$ cat src/hdl/ulsc_pkg.sv
package ulsc_pkg;

  // Field widths fixed by the item formats
  localparam int REQ_W   = 1;
  localparam int CNT_W   = 16;
  localparam int LED_W   = 5;
  localparam int FREQ_W  = 22;
  localparam int ROC_W   = 24;
  localparam int HOLD_W  = 16;
  localparam int TICK_W  = 32;
  localparam int DIV_W   = 32;

  // Load count default and its allowed ceiling
  localparam int NUM_LOADS_DEF = 5;
  localparam int MAX_LOADS     = 16;

  // Arithmetic constants: 16 kHz analyser rate in 1/256 Hz units
  localparam logic [FREQ_W-1:0] FREQ_SAT = 22'h3FFFFF;
  localparam logic [ROC_W-1:0]  ROC_SAT  = 24'hFFFFFF;
  localparam logic [DIV_W-1:0]  FREQ_NUM = 32'd4096000;

  // Request codes
  localparam logic [REQ_W-1:0] REQ_TICK   = 1'b0;
  localparam logic [REQ_W-1:0] REQ_SAMPLE = 1'b1;

  // Configuration port
  localparam int CFG_IDX_W  = 2;
  localparam int CFG_DATA_W = 24;
  localparam logic [CFG_IDX_W-1:0] CFG_FREQ_TH = 2'd0;
  localparam logic [CFG_IDX_W-1:0] CFG_ROC_TH  = 2'd1;
  localparam logic [CFG_IDX_W-1:0] CFG_HOLD    = 2'd2;
  localparam logic [CFG_IDX_W-1:0] CFG_RUN     = 2'd3;

  // Configuration reset values
  localparam logic [FREQ_W-1:0] FREQ_TH_RST = 22'd12800;
  localparam logic [ROC_W-1:0]  ROC_TH_RST  = 24'd1280;
  localparam logic [HOLD_W-1:0] HOLD_RST    = 16'd500;
  localparam logic              RUN_RST     = 1'b1;

  typedef struct packed {
    logic [REQ_W-1:0] req_type;
    logic [CNT_W-1:0] period_count;
    logic [LED_W-1:0] switches;
  } in_item_t;

  typedef struct packed {
    logic [LED_W-1:0]  load_bank;
    logic [LED_W-1:0]  red_leds;
    logic [LED_W-1:0]  green_leds;
    logic              stable;
    logic [FREQ_W-1:0] frequency;
    logic [ROC_W-1:0]  rate_of_change;
  } out_item_t;

  // Serial divider request and response
  typedef struct packed {
    logic             start;
    logic [DIV_W-1:0] num;
    logic [DIV_W-1:0] den;
  } div_req_t;

  typedef struct packed {
    logic             done;
    logic [DIV_W-1:0] quot;
  } div_rsp_t;

endpackage

$ cat src/hdl/ulsc_stream_if.sv
interface ulsc_stream_if #(
  parameter type T = logic
);
  logic valid;
  logic ready;
  T     data;

  modport source (output valid, output data, input ready);
  modport sink   (input valid, input data, output ready);
endinterface

$ cat src/hdl/ulsc_div.sv
module ulsc_div (
  input  logic               clk,
  input  logic               rst_n,
  input  ulsc_pkg::div_req_t req,
  output ulsc_pkg::div_rsp_t rsp
);

  localparam int W    = ulsc_pkg::DIV_W;
  localparam int CW   = $clog2(W);

  logic [W-1:0]  rem_r;
  logic [W-1:0]  quo_r;
  logic [W-1:0]  den_r;
  logic [CW-1:0] cnt_r;
  logic          busy_r;
  logic          done_r;
  logic [W:0]    trial;

  // Trial subtract of the divisor from the shifted partial remainder
  assign trial = {rem_r, quo_r[W-1]} - {1'b0, den_r};

  // Control: one quotient bit per cycle
  always_ff @(posedge clk) begin
    if (!rst_n) begin
      busy_r <= 1'b0;
      done_r <= 1'b0;
      cnt_r  <= '0;
    end else begin
      done_r <= 1'b0;
      if (req.start) begin
        busy_r <= 1'b1;
        cnt_r  <= '0;
      end else if (busy_r) begin
        cnt_r <= cnt_r + 1'b1;
        if (cnt_r == CW'(W - 1)) begin
          busy_r <= 1'b0;
          done_r <= 1'b1;
        end
      end
    end
  end

  // Datapath: numerator shifts out as quotient shifts in
  always_ff @(posedge clk) begin
    if (req.start) begin
      rem_r <= '0;
      quo_r <= req.num;
      den_r <= req.den;
    end else if (busy_r) begin
      if (!trial[W]) begin
        rem_r <= trial[W-1:0];
        quo_r <= {quo_r[W-2:0], 1'b1};
      end else begin
        rem_r <= {rem_r[W-2:0], quo_r[W-1]};
        quo_r <= {quo_r[W-2:0], 1'b0};
      end
    end
  end

  assign rsp.done = done_r;
  assign rsp.quot = quo_r;

endmodule

$ cat src/hdl/underfreq_load_shed_controller_top.sv
// Channel  | Direction | Payload                                          | Handshake
// in_chan  | in        | req_type, period_count, switches                 | valid/ready
// out_chan | out       | load_bank, red/green_leds, stable, freq, roc     | valid/ready
// cfg_*    | in        | cfg_idx selects register, cfg_wdata value        | cfg_we only
//
// A tick or an ignored sample passes only through accept and result load.
// A run-mode sample runs two 32-step divisions (frequency, then rate of
// change) on one shared bit-serial divider; a zero count, a first sample
// or a second sample in the same tick skips one division, and both can be skipped.
// One item at a time; a stalled output holds the next result in its final step.
// rst_n is synchronous, active low; it restores configuration and controller state, not working or result data.
module underfreq_load_shed_controller_top #(
  parameter int NUM_LOADS = ulsc_pkg::NUM_LOADS_DEF
) (
  input  logic                                clk,
  input  logic                                rst_n,
  ulsc_stream_if.sink                         in_chan,
  ulsc_stream_if.source                       out_chan,
  input  logic                                cfg_we,
  input  logic [ulsc_pkg::CFG_IDX_W-1:0]      cfg_idx,
  input  logic [ulsc_pkg::CFG_DATA_W-1:0]     cfg_wdata
);

  localparam int FREQ_W = ulsc_pkg::FREQ_W;
  localparam int ROC_W  = ulsc_pkg::ROC_W;
  localparam int TICK_W = ulsc_pkg::TICK_W;
  localparam int HOLD_W = ulsc_pkg::HOLD_W;
  localparam int LED_W  = ulsc_pkg::LED_W;
  localparam int DIV_W  = ulsc_pkg::DIV_W;
  localparam int SC_W   = $clog2(NUM_LOADS + 1);
  localparam int BW     = (NUM_LOADS > LED_W) ? NUM_LOADS : LED_W;

  localparam logic [2:0] ST_IDLE   = 3'd0;
  localparam logic [2:0] ST_DIVF   = 3'd1;
  localparam logic [2:0] ST_DIFF   = 3'd2;
  localparam logic [2:0] ST_PREP   = 3'd3;
  localparam logic [2:0] ST_DIVR   = 3'd4;
  localparam logic [2:0] ST_DECIDE = 3'd5;
  localparam logic [2:0] ST_EMIT   = 3'd6;

  // Configuration registers
  logic [FREQ_W-1:0] freq_th_r;
  logic [ROC_W-1:0]  roc_th_r;
  logic [HOLD_W-1:0] hold_r;
  logic              run_r;

  // Controller state
  logic [2:0]           state_r;
  logic [TICK_W-1:0]    tick_now_r;
  logic [NUM_LOADS-1:0] bank_r;
  logic [SC_W-1:0]      shed_cnt_r;
  logic                 last_unstable_r;
  logic [TICK_W-1:0]    action_time_r;
  logic [FREQ_W-1:0]    prev_freq_r;
  logic [TICK_W-1:0]    prev_time_r;
  logic                 have_prev_r;
  logic [ROC_W-1:0]     last_roc_r;

  // Per-item working registers
  logic [LED_W-1:0]  sw_r;
  logic [FREQ_W-1:0] f_r;
  logic [ROC_W-1:0]  roc_r;
  logic [FREQ_W-1:0] diff_r;
  logic [TICK_W-1:0] dt_r;

  // Result register
  ulsc_pkg::out_item_t out_r;
  ulsc_pkg::out_item_t out_nxt;
  logic                out_valid_r;

  ulsc_pkg::div_req_t div_req;
  ulsc_pkg::div_rsp_t div_rsp;

  logic              in_xfer;
  logic              out_free;
  logic              is_sample;
  logic [DIV_W-1:0]  diff_x1000;
  logic              unstable;
  logic [TICK_W-1:0] elapsed;
  logic              hold_over;
  logic              can_shed;
  logic              can_restore;
  logic [BW-1:0]     bank_wide;
  logic [BW-1:0]     load_mask;
  logic [LED_W-1:0]  red_w;

  ulsc_div u_div (
    .clk   (clk),
    .rst_n (rst_n),
    .req   (div_req),
    .rsp   (div_rsp)
  );

  assign in_chan.ready = (state_r == ST_IDLE);
  assign in_xfer       = in_chan.valid && in_chan.ready;
  assign is_sample     = (in_chan.data.req_type == ulsc_pkg::REQ_SAMPLE);
  assign out_free      = !out_valid_r || out_chan.ready;

  // diff * 1000 as diff * 1024 - diff * 16 - diff * 8
  assign diff_x1000 = (DIV_W'(diff_r) << 10) - (DIV_W'(diff_r) << 4) - (DIV_W'(diff_r) << 3);

  // Start the divider for frequency on accept of a run-mode sample with a nonzero count, for rate in the prep step
  always_comb begin
    div_req.start = 1'b0;
    div_req.num   = ulsc_pkg::FREQ_NUM;
    div_req.den   = DIV_W'(in_chan.data.period_count);
    if (in_xfer && is_sample && run_r && (in_chan.data.period_count != '0)) begin
      div_req.start = 1'b1;
    end else if (state_r == ST_PREP) begin
      div_req.num   = diff_x1000;
      div_req.den   = dt_r;
      div_req.start = have_prev_r && (dt_r != '0);
    end
  end

  // Stability decision and hold timing
  assign unstable    = (f_r < freq_th_r) || (roc_r > roc_th_r);
  assign elapsed     = tick_now_r - action_time_r;
  assign hold_over   = elapsed > TICK_W'(hold_r);
  assign can_shed    = shed_cnt_r < SC_W'(NUM_LOADS);
  assign can_restore = shed_cnt_r != '0;

  // Configuration writes
  always_ff @(posedge clk) begin
    if (!rst_n) begin
      freq_th_r <= ulsc_pkg::FREQ_TH_RST;
      roc_th_r  <= ulsc_pkg::ROC_TH_RST;
      hold_r    <= ulsc_pkg::HOLD_RST;
      run_r     <= ulsc_pkg::RUN_RST;
    end else if (cfg_we) begin
      case (cfg_idx)
        ulsc_pkg::CFG_FREQ_TH: freq_th_r <= cfg_wdata[FREQ_W-1:0];
        ulsc_pkg::CFG_ROC_TH:  roc_th_r  <= cfg_wdata[ROC_W-1:0];
        ulsc_pkg::CFG_HOLD:    hold_r    <= cfg_wdata[HOLD_W-1:0];
        ulsc_pkg::CFG_RUN:     run_r     <= cfg_wdata[0];
        default: ;
      endcase
    end
  end

  // Sequencer and controller state
  always_ff @(posedge clk) begin
    if (!rst_n) begin
      state_r         <= ST_IDLE;
      tick_now_r      <= '0;
      bank_r          <= '1;
      shed_cnt_r      <= '0;
      last_unstable_r <= 1'b0;
      action_time_r   <= '0;
      prev_freq_r     <= '0;
      prev_time_r     <= '0;
      have_prev_r     <= 1'b0;
      last_roc_r      <= '0;
    end else begin
      case (state_r)
        ST_IDLE: begin
          if (in_xfer) begin
            if (!is_sample) begin
              tick_now_r <= tick_now_r + 1'b1;
              state_r    <= ST_EMIT;
            end else if (!run_r) begin
              state_r <= ST_EMIT;
            end else if (in_chan.data.period_count == '0) begin
              state_r <= ST_DIFF;
            end else begin
              state_r <= ST_DIVF;
            end
          end
        end
        ST_DIVF: begin
          if (div_rsp.done) begin
            state_r <= ST_DIFF;
          end
        end
        ST_DIFF: begin
          state_r <= ST_PREP;
        end
        ST_PREP: begin
          if (have_prev_r && (dt_r != '0)) begin
            state_r <= ST_DIVR;
          end else begin
            state_r <= ST_DECIDE;
          end
        end
        ST_DIVR: begin
          if (div_rsp.done) begin
            state_r <= ST_DECIDE;
          end
        end
        ST_DECIDE: begin
          prev_freq_r     <= f_r;
          prev_time_r     <= tick_now_r;
          have_prev_r     <= 1'b1;
          last_roc_r      <= roc_r;
          last_unstable_r <= unstable;
          if (unstable) begin
            if (!last_unstable_r) begin
              // Edge sheds only from a full bank
              if ((&bank_r) && can_shed) begin
                bank_r     <= bank_r & ~(NUM_LOADS'(1) << shed_cnt_r);
                shed_cnt_r <= shed_cnt_r + 1'b1;
              end
              action_time_r <= tick_now_r;
            end else if (hold_over) begin
              if ((|bank_r) && can_shed) begin
                bank_r     <= bank_r & ~(NUM_LOADS'(1) << shed_cnt_r);
                shed_cnt_r <= shed_cnt_r + 1'b1;
              end
              action_time_r <= tick_now_r;
            end
          end else begin
            if (last_unstable_r) begin
              action_time_r <= tick_now_r;
            end else if (hold_over) begin
              // Restore last shed load first
              if (!(&bank_r) && can_restore) begin
                bank_r     <= bank_r | (NUM_LOADS'(1) << (shed_cnt_r - 1'b1));
                shed_cnt_r <= shed_cnt_r - 1'b1;
              end
              action_time_r <= tick_now_r;
            end
          end
          state_r <= ST_EMIT;
        end
        ST_EMIT: begin
          if (out_free) begin
            state_r <= ST_IDLE;
          end
        end
        default: state_r <= ST_IDLE;
      endcase
    end
  end

  // Working registers for one sample
  always_ff @(posedge clk) begin
    if (in_xfer) begin
      sw_r  <= in_chan.data.switches;
      f_r   <= ulsc_pkg::FREQ_SAT;
      roc_r <= '0;
    end
    if ((state_r == ST_DIVF) && div_rsp.done) begin
      f_r <= div_rsp.quot[FREQ_W-1:0];
    end
    if (state_r == ST_DIFF) begin
      diff_r <= (f_r >= prev_freq_r) ? (f_r - prev_freq_r) : (prev_freq_r - f_r);
      dt_r   <= tick_now_r - prev_time_r;
    end
    if ((state_r == ST_PREP) && have_prev_r && (dt_r == '0)) begin
      roc_r <= (diff_r == '0) ? '0 : ulsc_pkg::ROC_SAT;
    end
    if ((state_r == ST_DIVR) && div_rsp.done) begin
      roc_r <= (|div_rsp.quot[DIV_W-1:ROC_W]) ? ulsc_pkg::ROC_SAT
                                               : div_rsp.quot[ROC_W-1:0];
    end
  end

  // Assemble the result from current state
  assign bank_wide = BW'(bank_r);
  assign load_mask = BW'({NUM_LOADS{1'b1}});
  assign red_w     = sw_r & bank_wide[LED_W-1:0];

  always_comb begin
    out_nxt.load_bank      = bank_wide[LED_W-1:0];
    out_nxt.red_leds       = red_w;
    out_nxt.green_leds     = ~red_w & sw_r & load_mask[LED_W-1:0];
    out_nxt.stable         = ~last_unstable_r;
    out_nxt.frequency      = prev_freq_r;
    out_nxt.rate_of_change = last_roc_r;
  end

  // Result register: load on the final step, drop on transfer
  always_ff @(posedge clk) begin
    if (!rst_n) begin
      out_valid_r <= 1'b0;
    end else if ((state_r == ST_EMIT) && out_free) begin
      out_valid_r <= 1'b1;
    end else if (out_chan.ready) begin
      out_valid_r <= 1'b0;
    end
  end

  always_ff @(posedge clk) begin
    if ((state_r == ST_EMIT) && out_free) begin
      out_r <= out_nxt;
    end
  end

  assign out_chan.valid = out_valid_r;
  assign out_chan.data  = out_r;

endmodule

$ cat src/flat_wrapper.sv
// flat-port wrapper written by rule: the top's interface ports become plain ports
module underfreq_load_shed_controller_top_flat import ulsc_pkg::*;
#(
  parameter int NUM_LOADS = ulsc_pkg::NUM_LOADS_DEF
)
  (clk, rst_n, cfg_we, cfg_idx, cfg_wdata, in_chan_valid, in_chan_data, in_chan_ready, out_chan_valid, out_chan_data, out_chan_ready);
  ulsc_stream_if #(.T(in_item_t)) in_chan_i ();
  ulsc_stream_if #(.T(out_item_t)) out_chan_i ();
  input  logic clk;
  input  logic rst_n;
  input  logic cfg_we;
  input  logic [ulsc_pkg::CFG_IDX_W-1:0] cfg_idx;
  input  logic [ulsc_pkg::CFG_DATA_W-1:0] cfg_wdata;
  input wire logic [$bits(in_chan_i.valid)-1:0] in_chan_valid;
  input wire logic [$bits(in_chan_i.data)-1:0] in_chan_data;
  output wire logic [$bits(in_chan_i.ready)-1:0] in_chan_ready;
  output wire logic [$bits(out_chan_i.valid)-1:0] out_chan_valid;
  output wire logic [$bits(out_chan_i.data)-1:0] out_chan_data;
  input wire logic [$bits(out_chan_i.ready)-1:0] out_chan_ready;
  assign in_chan_i.valid = in_chan_valid;
  assign in_chan_i.data = in_chan_data;
  assign in_chan_ready = in_chan_i.ready;
  assign out_chan_valid = out_chan_i.valid;
  assign out_chan_data = out_chan_i.data;
  assign out_chan_i.ready = out_chan_ready;
  underfreq_load_shed_controller_top #(.NUM_LOADS(NUM_LOADS)) u_core (.clk(clk), .rst_n(rst_n), .in_chan(in_chan_i), .out_chan(out_chan_i), .cfg_we(cfg_we), .cfg_idx(cfg_idx), .cfg_wdata(cfg_wdata));
endmodule
$ cat config.mk
export PLATFORM = sky130hd
export DESIGN_NAME = underfreq_load_shed_controller_top_flat
export DESIGN_NICKNAME = d
export VERILOG_FILES = /design/src/hdl/ulsc_pkg.sv /design/src/hdl/ulsc_stream_if.sv /design/src/hdl/ulsc_div.sv /design/src/hdl/underfreq_load_shed_controller_top.sv /design/src/flat_wrapper.sv
export SDC_FILE = /design/constraint.sdc
export NUM_CORES = 1
export LEC_CHECK = 0
export BUFFER_PORTS_ARGS = -buffer_cell sky130_fd_sc_hd__buf_2
export CORE_MARGIN = 5
export CORE_UTILIZATION = 55
export DETAILED_ROUTE_END_ITERATION = 12
export MAX_ROUTING_LAYER = met4
export PLACE_DENSITY = 0.69
export SKIP_CTS_REPAIR_TIMING = 1
export SLEW_MARGIN = 20
export SYNTH_ARGS = -nofsm -noshare
export SYNTH_HDL_FRONTEND = slang
export SYNTH_HIERARCHICAL = 1
export SYNTH_SLANG_ARGS = --single-unit
$ cat constraint.sdc
create_clock -name clk -period 16.1 [get_ports clk]
set_clock_uncertainty 0.1 [all_clocks]
set_input_delay 0.805 -clock clk [delete_from_list [all_inputs] [get_ports clk]]
set_output_delay 0.805 -clock clk [all_outputs]
set_load 0.03 [all_outputs]
==> flow_summary.yaml <==
floorplanning:
  pin_count: 117
  die_height_um: 242
  initial_utilization: 0.552
  dieArea_um2: 58400
  rows: 85
  die_x_um: 242
  fp.coreArea_um2: 53500
power:
  ir_drop_mv: 0.0880
  p_comb_frac: 0.263
  power.switching_mw: 1.22
  power_density_nw_per_um2: 116
  p_total_mw: 3.77
  pwr-share-clk: 0.336
  pwr-share-seq: 0.401
  p_leak_nw: 13.5
  netSwitchingFraction: 0.325
  internal_power_mw: 2.54
timing:
  finalSetupViolCount: 0
  setup_ws_ps: 10100
  holdWs_ps: 270
  rsz0062_at_grt: "false"
  min_period_ps: 6000
  worst_slew_pin_slew_ps: 1090
  slew_viol_final: 0
  max_freq_mhz: 167
  fin_tns_setup_ps: 0
  finalCritPeriodShare: 0.373
  slew-limit-headroom: 0.270
  hold_violations: 0
route:
  ant_nets: 0
  wire_per_inst_um: 19.3
  drt_iter0_markers: 2071
  wirelength_um: 78900
  first_pass_iters: 10
  drc_errors: 0
  drt-vias-per-instance: 5.88
  vias: 24010
logic_synthesis:
  synthesis.area_um2: 29500
  synth-seq-cells: 489
  synth_edf_count: 231
  yosysUniqueCellTypes: 95
  yosysSeqAreaShare: 0.410
  avgSynthCellArea_um2: 9.01
  syn_inst: 3280
  synth_flop_cell: "dfxtp_1"
  yosysWarnings: 6
  synthArstFlopShare: 0
clocking:
  clock_sinks: 489
  insertion_delay_ps: 640
  clk_pin_slew_ps: 60
  cts-htree-levels: 2
  cts.path.max_buffers: 3
  cts_buffers: 54
  cts_tree: "yes"
  cts_root_buf: "clkbuf_16"
critical_path:
  slowest_stage: "buf_4"
  crit_chain: "inv_1 > ha_1 > fa_1 > nand2b_1 > a21oi_1 > o211ai_1 > a21oi_1 > a21o_1 > a21oi_1 > xnor2_1 > ha_1 > nand4_1 > nor3_1 > a2111o_1 > a2111oi_0 > o221ai_1 > nor4b_2 > nand4_2 > o21ai_4 > buf_4 > mux2i_1 > nor2_1"
  worstPathArrival_ps: 6360
  cp_top_family: "compound AO/OA/AOI/OAI gates"
  crit_required_ps: 16460
  cp_common_cell: "a21oi_1"
  start_kind: "flip-flop"
  endpoint_kind: "flip-flop"
  critical_path_class: "reg2reg"
  slowest_delay_ps: 470
  crit_buf_inv: 2
  crit_fanout: 32
global_route:
  grt_pass1_wl_um: 124000
  grt_pass1_vias: 22732
  gr-total-overflow: 0
  grt_antenna_before_repair: 2
  grt.total_usage: 0.267
  grt_max_degree: 129
placement:
  hpwl_um: 58700
  dp_slack_ps: 10130
  gp_congestion: 0.952
  portBuffers: 116
  dp_cells: 3982
final_layout:
  drive_gt1_frac: 0.0932
  areaGrowthSynthToFinish_pct: 10.2
  fill_cells: 4585
  nets: 3666
  diodes: 0
  fin_cells: 4085
run_status:
  status: "completed"
hold_path:
  min_path_type: "in2reg"
flow_run:
  max_cap_viol_count: 0
[cell families (layout without fill, tap and decap cells)]
| group | count (synthesis) | count (layout) | synth area share |
|---|---|---|---|
| other cells | 1 | 3 | 0.000127 |
| xor+xnor | 140 | 140 | 0.0418 |
| flops | 489 | 489 | 0.410 |
| simple gates | 1108 | 1108 | 0.173 |
| compound gates | 769 | 769 | 0.169 |
| fa+ha+maj | 270 | 270 | 0.119 |
| buf+inv | 414 | 521 | 0.0554 |
| mux | 89 | 89 | 0.0316 |
[state kept, by name (all words and copies together), names as in the netlist, 3 cells and up]
name,count
u_core/u_div/quo_r,32
u_core/out_chan.data,62
u_core/prev_time_r,32
u_core/sw_r,5
u_core/state_r,3
u_core/u_div/den_r,32
u_core/f_r,22
u_core/dt_r,32
u_core/u_div/rem_r,32
u_core/shed_cnt_r,3
u_core/roc_th_r,24
u_core/bank_r,5
u_core/action_time_r,32
u_core/u_div/cnt_r,5
u_core/diff_r,22
u_core/hold_r,16
u_core/last_roc_r,24
u_core/tick_now_r,32
u_core/freq_th_r,22
u_core/roc_r,24
u_core/prev_freq_r,22
[per-layer routing]
layer	GRT usage	vias to the layer above	wire length (µm)
met5	-	-	0
met4	0.0688	0	2110
met3	0.0470	128	5420
met2	0.402	739	34800
met1	0.376	11520	36500
li1	-	11623	-
[power by group through the flow]
stage / logic (mW) / registers, mW / clock network, mW
5_1_grt: 1.09 / 1.52 / 1.35
2_1_floorplan: 0.757 / 1.50 / 0
3_5_place_dp: 0.960 / 1.53 / 0
3_3_place_gp: 0.935 / 1.53 / 0
4_1_cts: 0.966 / 1.51 / 1.29
6_report: 0.992 / 1.51 / 1.26
[final timing paths]
check	start	slack [ps]	end	cells after the start
worst max-delay path	u_core/tick_now_r[0]$_SDFFE_PN0P_	10100	u_core/action_time_r[3]$_SDFFE_PN0N_	22
worst min-delay path	in_chan_data[1]	270	u_core/sw_r[1]$_DFFE_PP_	1
worst max register to register	u_core/tick_now_r[0]$_SDFFE_PN0P_	10100	u_core/action_time_r[3]$_SDFFE_PN0N_	22
worst min register to register	u_core/last_roc_r[18]$_SDFFE_PN0N_	330	u_core/out_chan.data[18]$_DFFE_PP_	0
[stage by stage]
stage	area, µm²	util
floorplan	29500	-
global placement	30700	0.573
detailed placement	30700	0.573
CTS	32500	0.608
global route	32500	0.608
finish	32500	0.608
[synthesized netlist by cell type, drive strengths merged, types with 22 or more instances]
cell | count | area [µm²]
o211ai | 34 | 269
mux2 | 35 | 394
xnor2 | 79 | 692
nand2b | 58 | 363
nand4 | 43 | 275
nand3 | 52 | 260
a21oi | 299 | 1510
edfxtp | 231 | 6940
mux2i | 54 | 541
ha | 250 | 3130
inv | 281 | 1050
buf | 25 | 178
nor3 | 41 | 205
a211oi | 24 | 200
nor2 | 239 | 897
dfxtp | 258 | 5160
and2 | 30 | 188
nand2 | 477 | 1790
a21o | 79 | 593
and3 | 38 | 238
o21ai | 143 | 742
nor4 | 23 | 144
clkbuf | 108 | 405
or3 | 22 | 143
nor2b | 39 | 244
xor2 | 61 | 542
a31oi | 27 | 169
[layout by cell type (no fill, tap or decap), drive strengths merged, types with 79 or more instances in the layout]
master  count
a21oi     299
xnor2      79
ha        250
edfxtp    231
o21ai     143
a21o       79
buf       138
nor2      239
nand2     477
dfxtp     258
inv       283
[cell type report]
type / count / area, µm² / share of cell area
sequential: 489 / 12100 / 0.372
multi-input combinational: 2379 / 15900 / 0.488
tap: 696 / 871 / 0.0268
inverter: 281 / 1060 / 0.0326
clock inverter: 27 / 300 / 0.00923
timing repair buffer: 138 / 766 / 0.0235
clock buffer: 75 / 1560 / 0.0481
[worst register-to-register path, stage by stage, from the launching register on]
cell,delay [ps]
dfxtp_1,430
inv_1,100
ha_1,230
fa_1,400
nand2b_1,180
a21oi_1,190
o211ai_1,250
a21oi_1,330
a21o_1,160
a21oi_1,70
xnor2_1,140
ha_1,290
nand4_1,120
nor3_1,90
a2111o_1,360
a2111oi_0,420
o221ai_1,230
nor4b_2,410
nand4_2,310
o21ai_4,220
buf_4,470
mux2i_1,300
nor2_1,60
(Power assumes the default switching activity.)
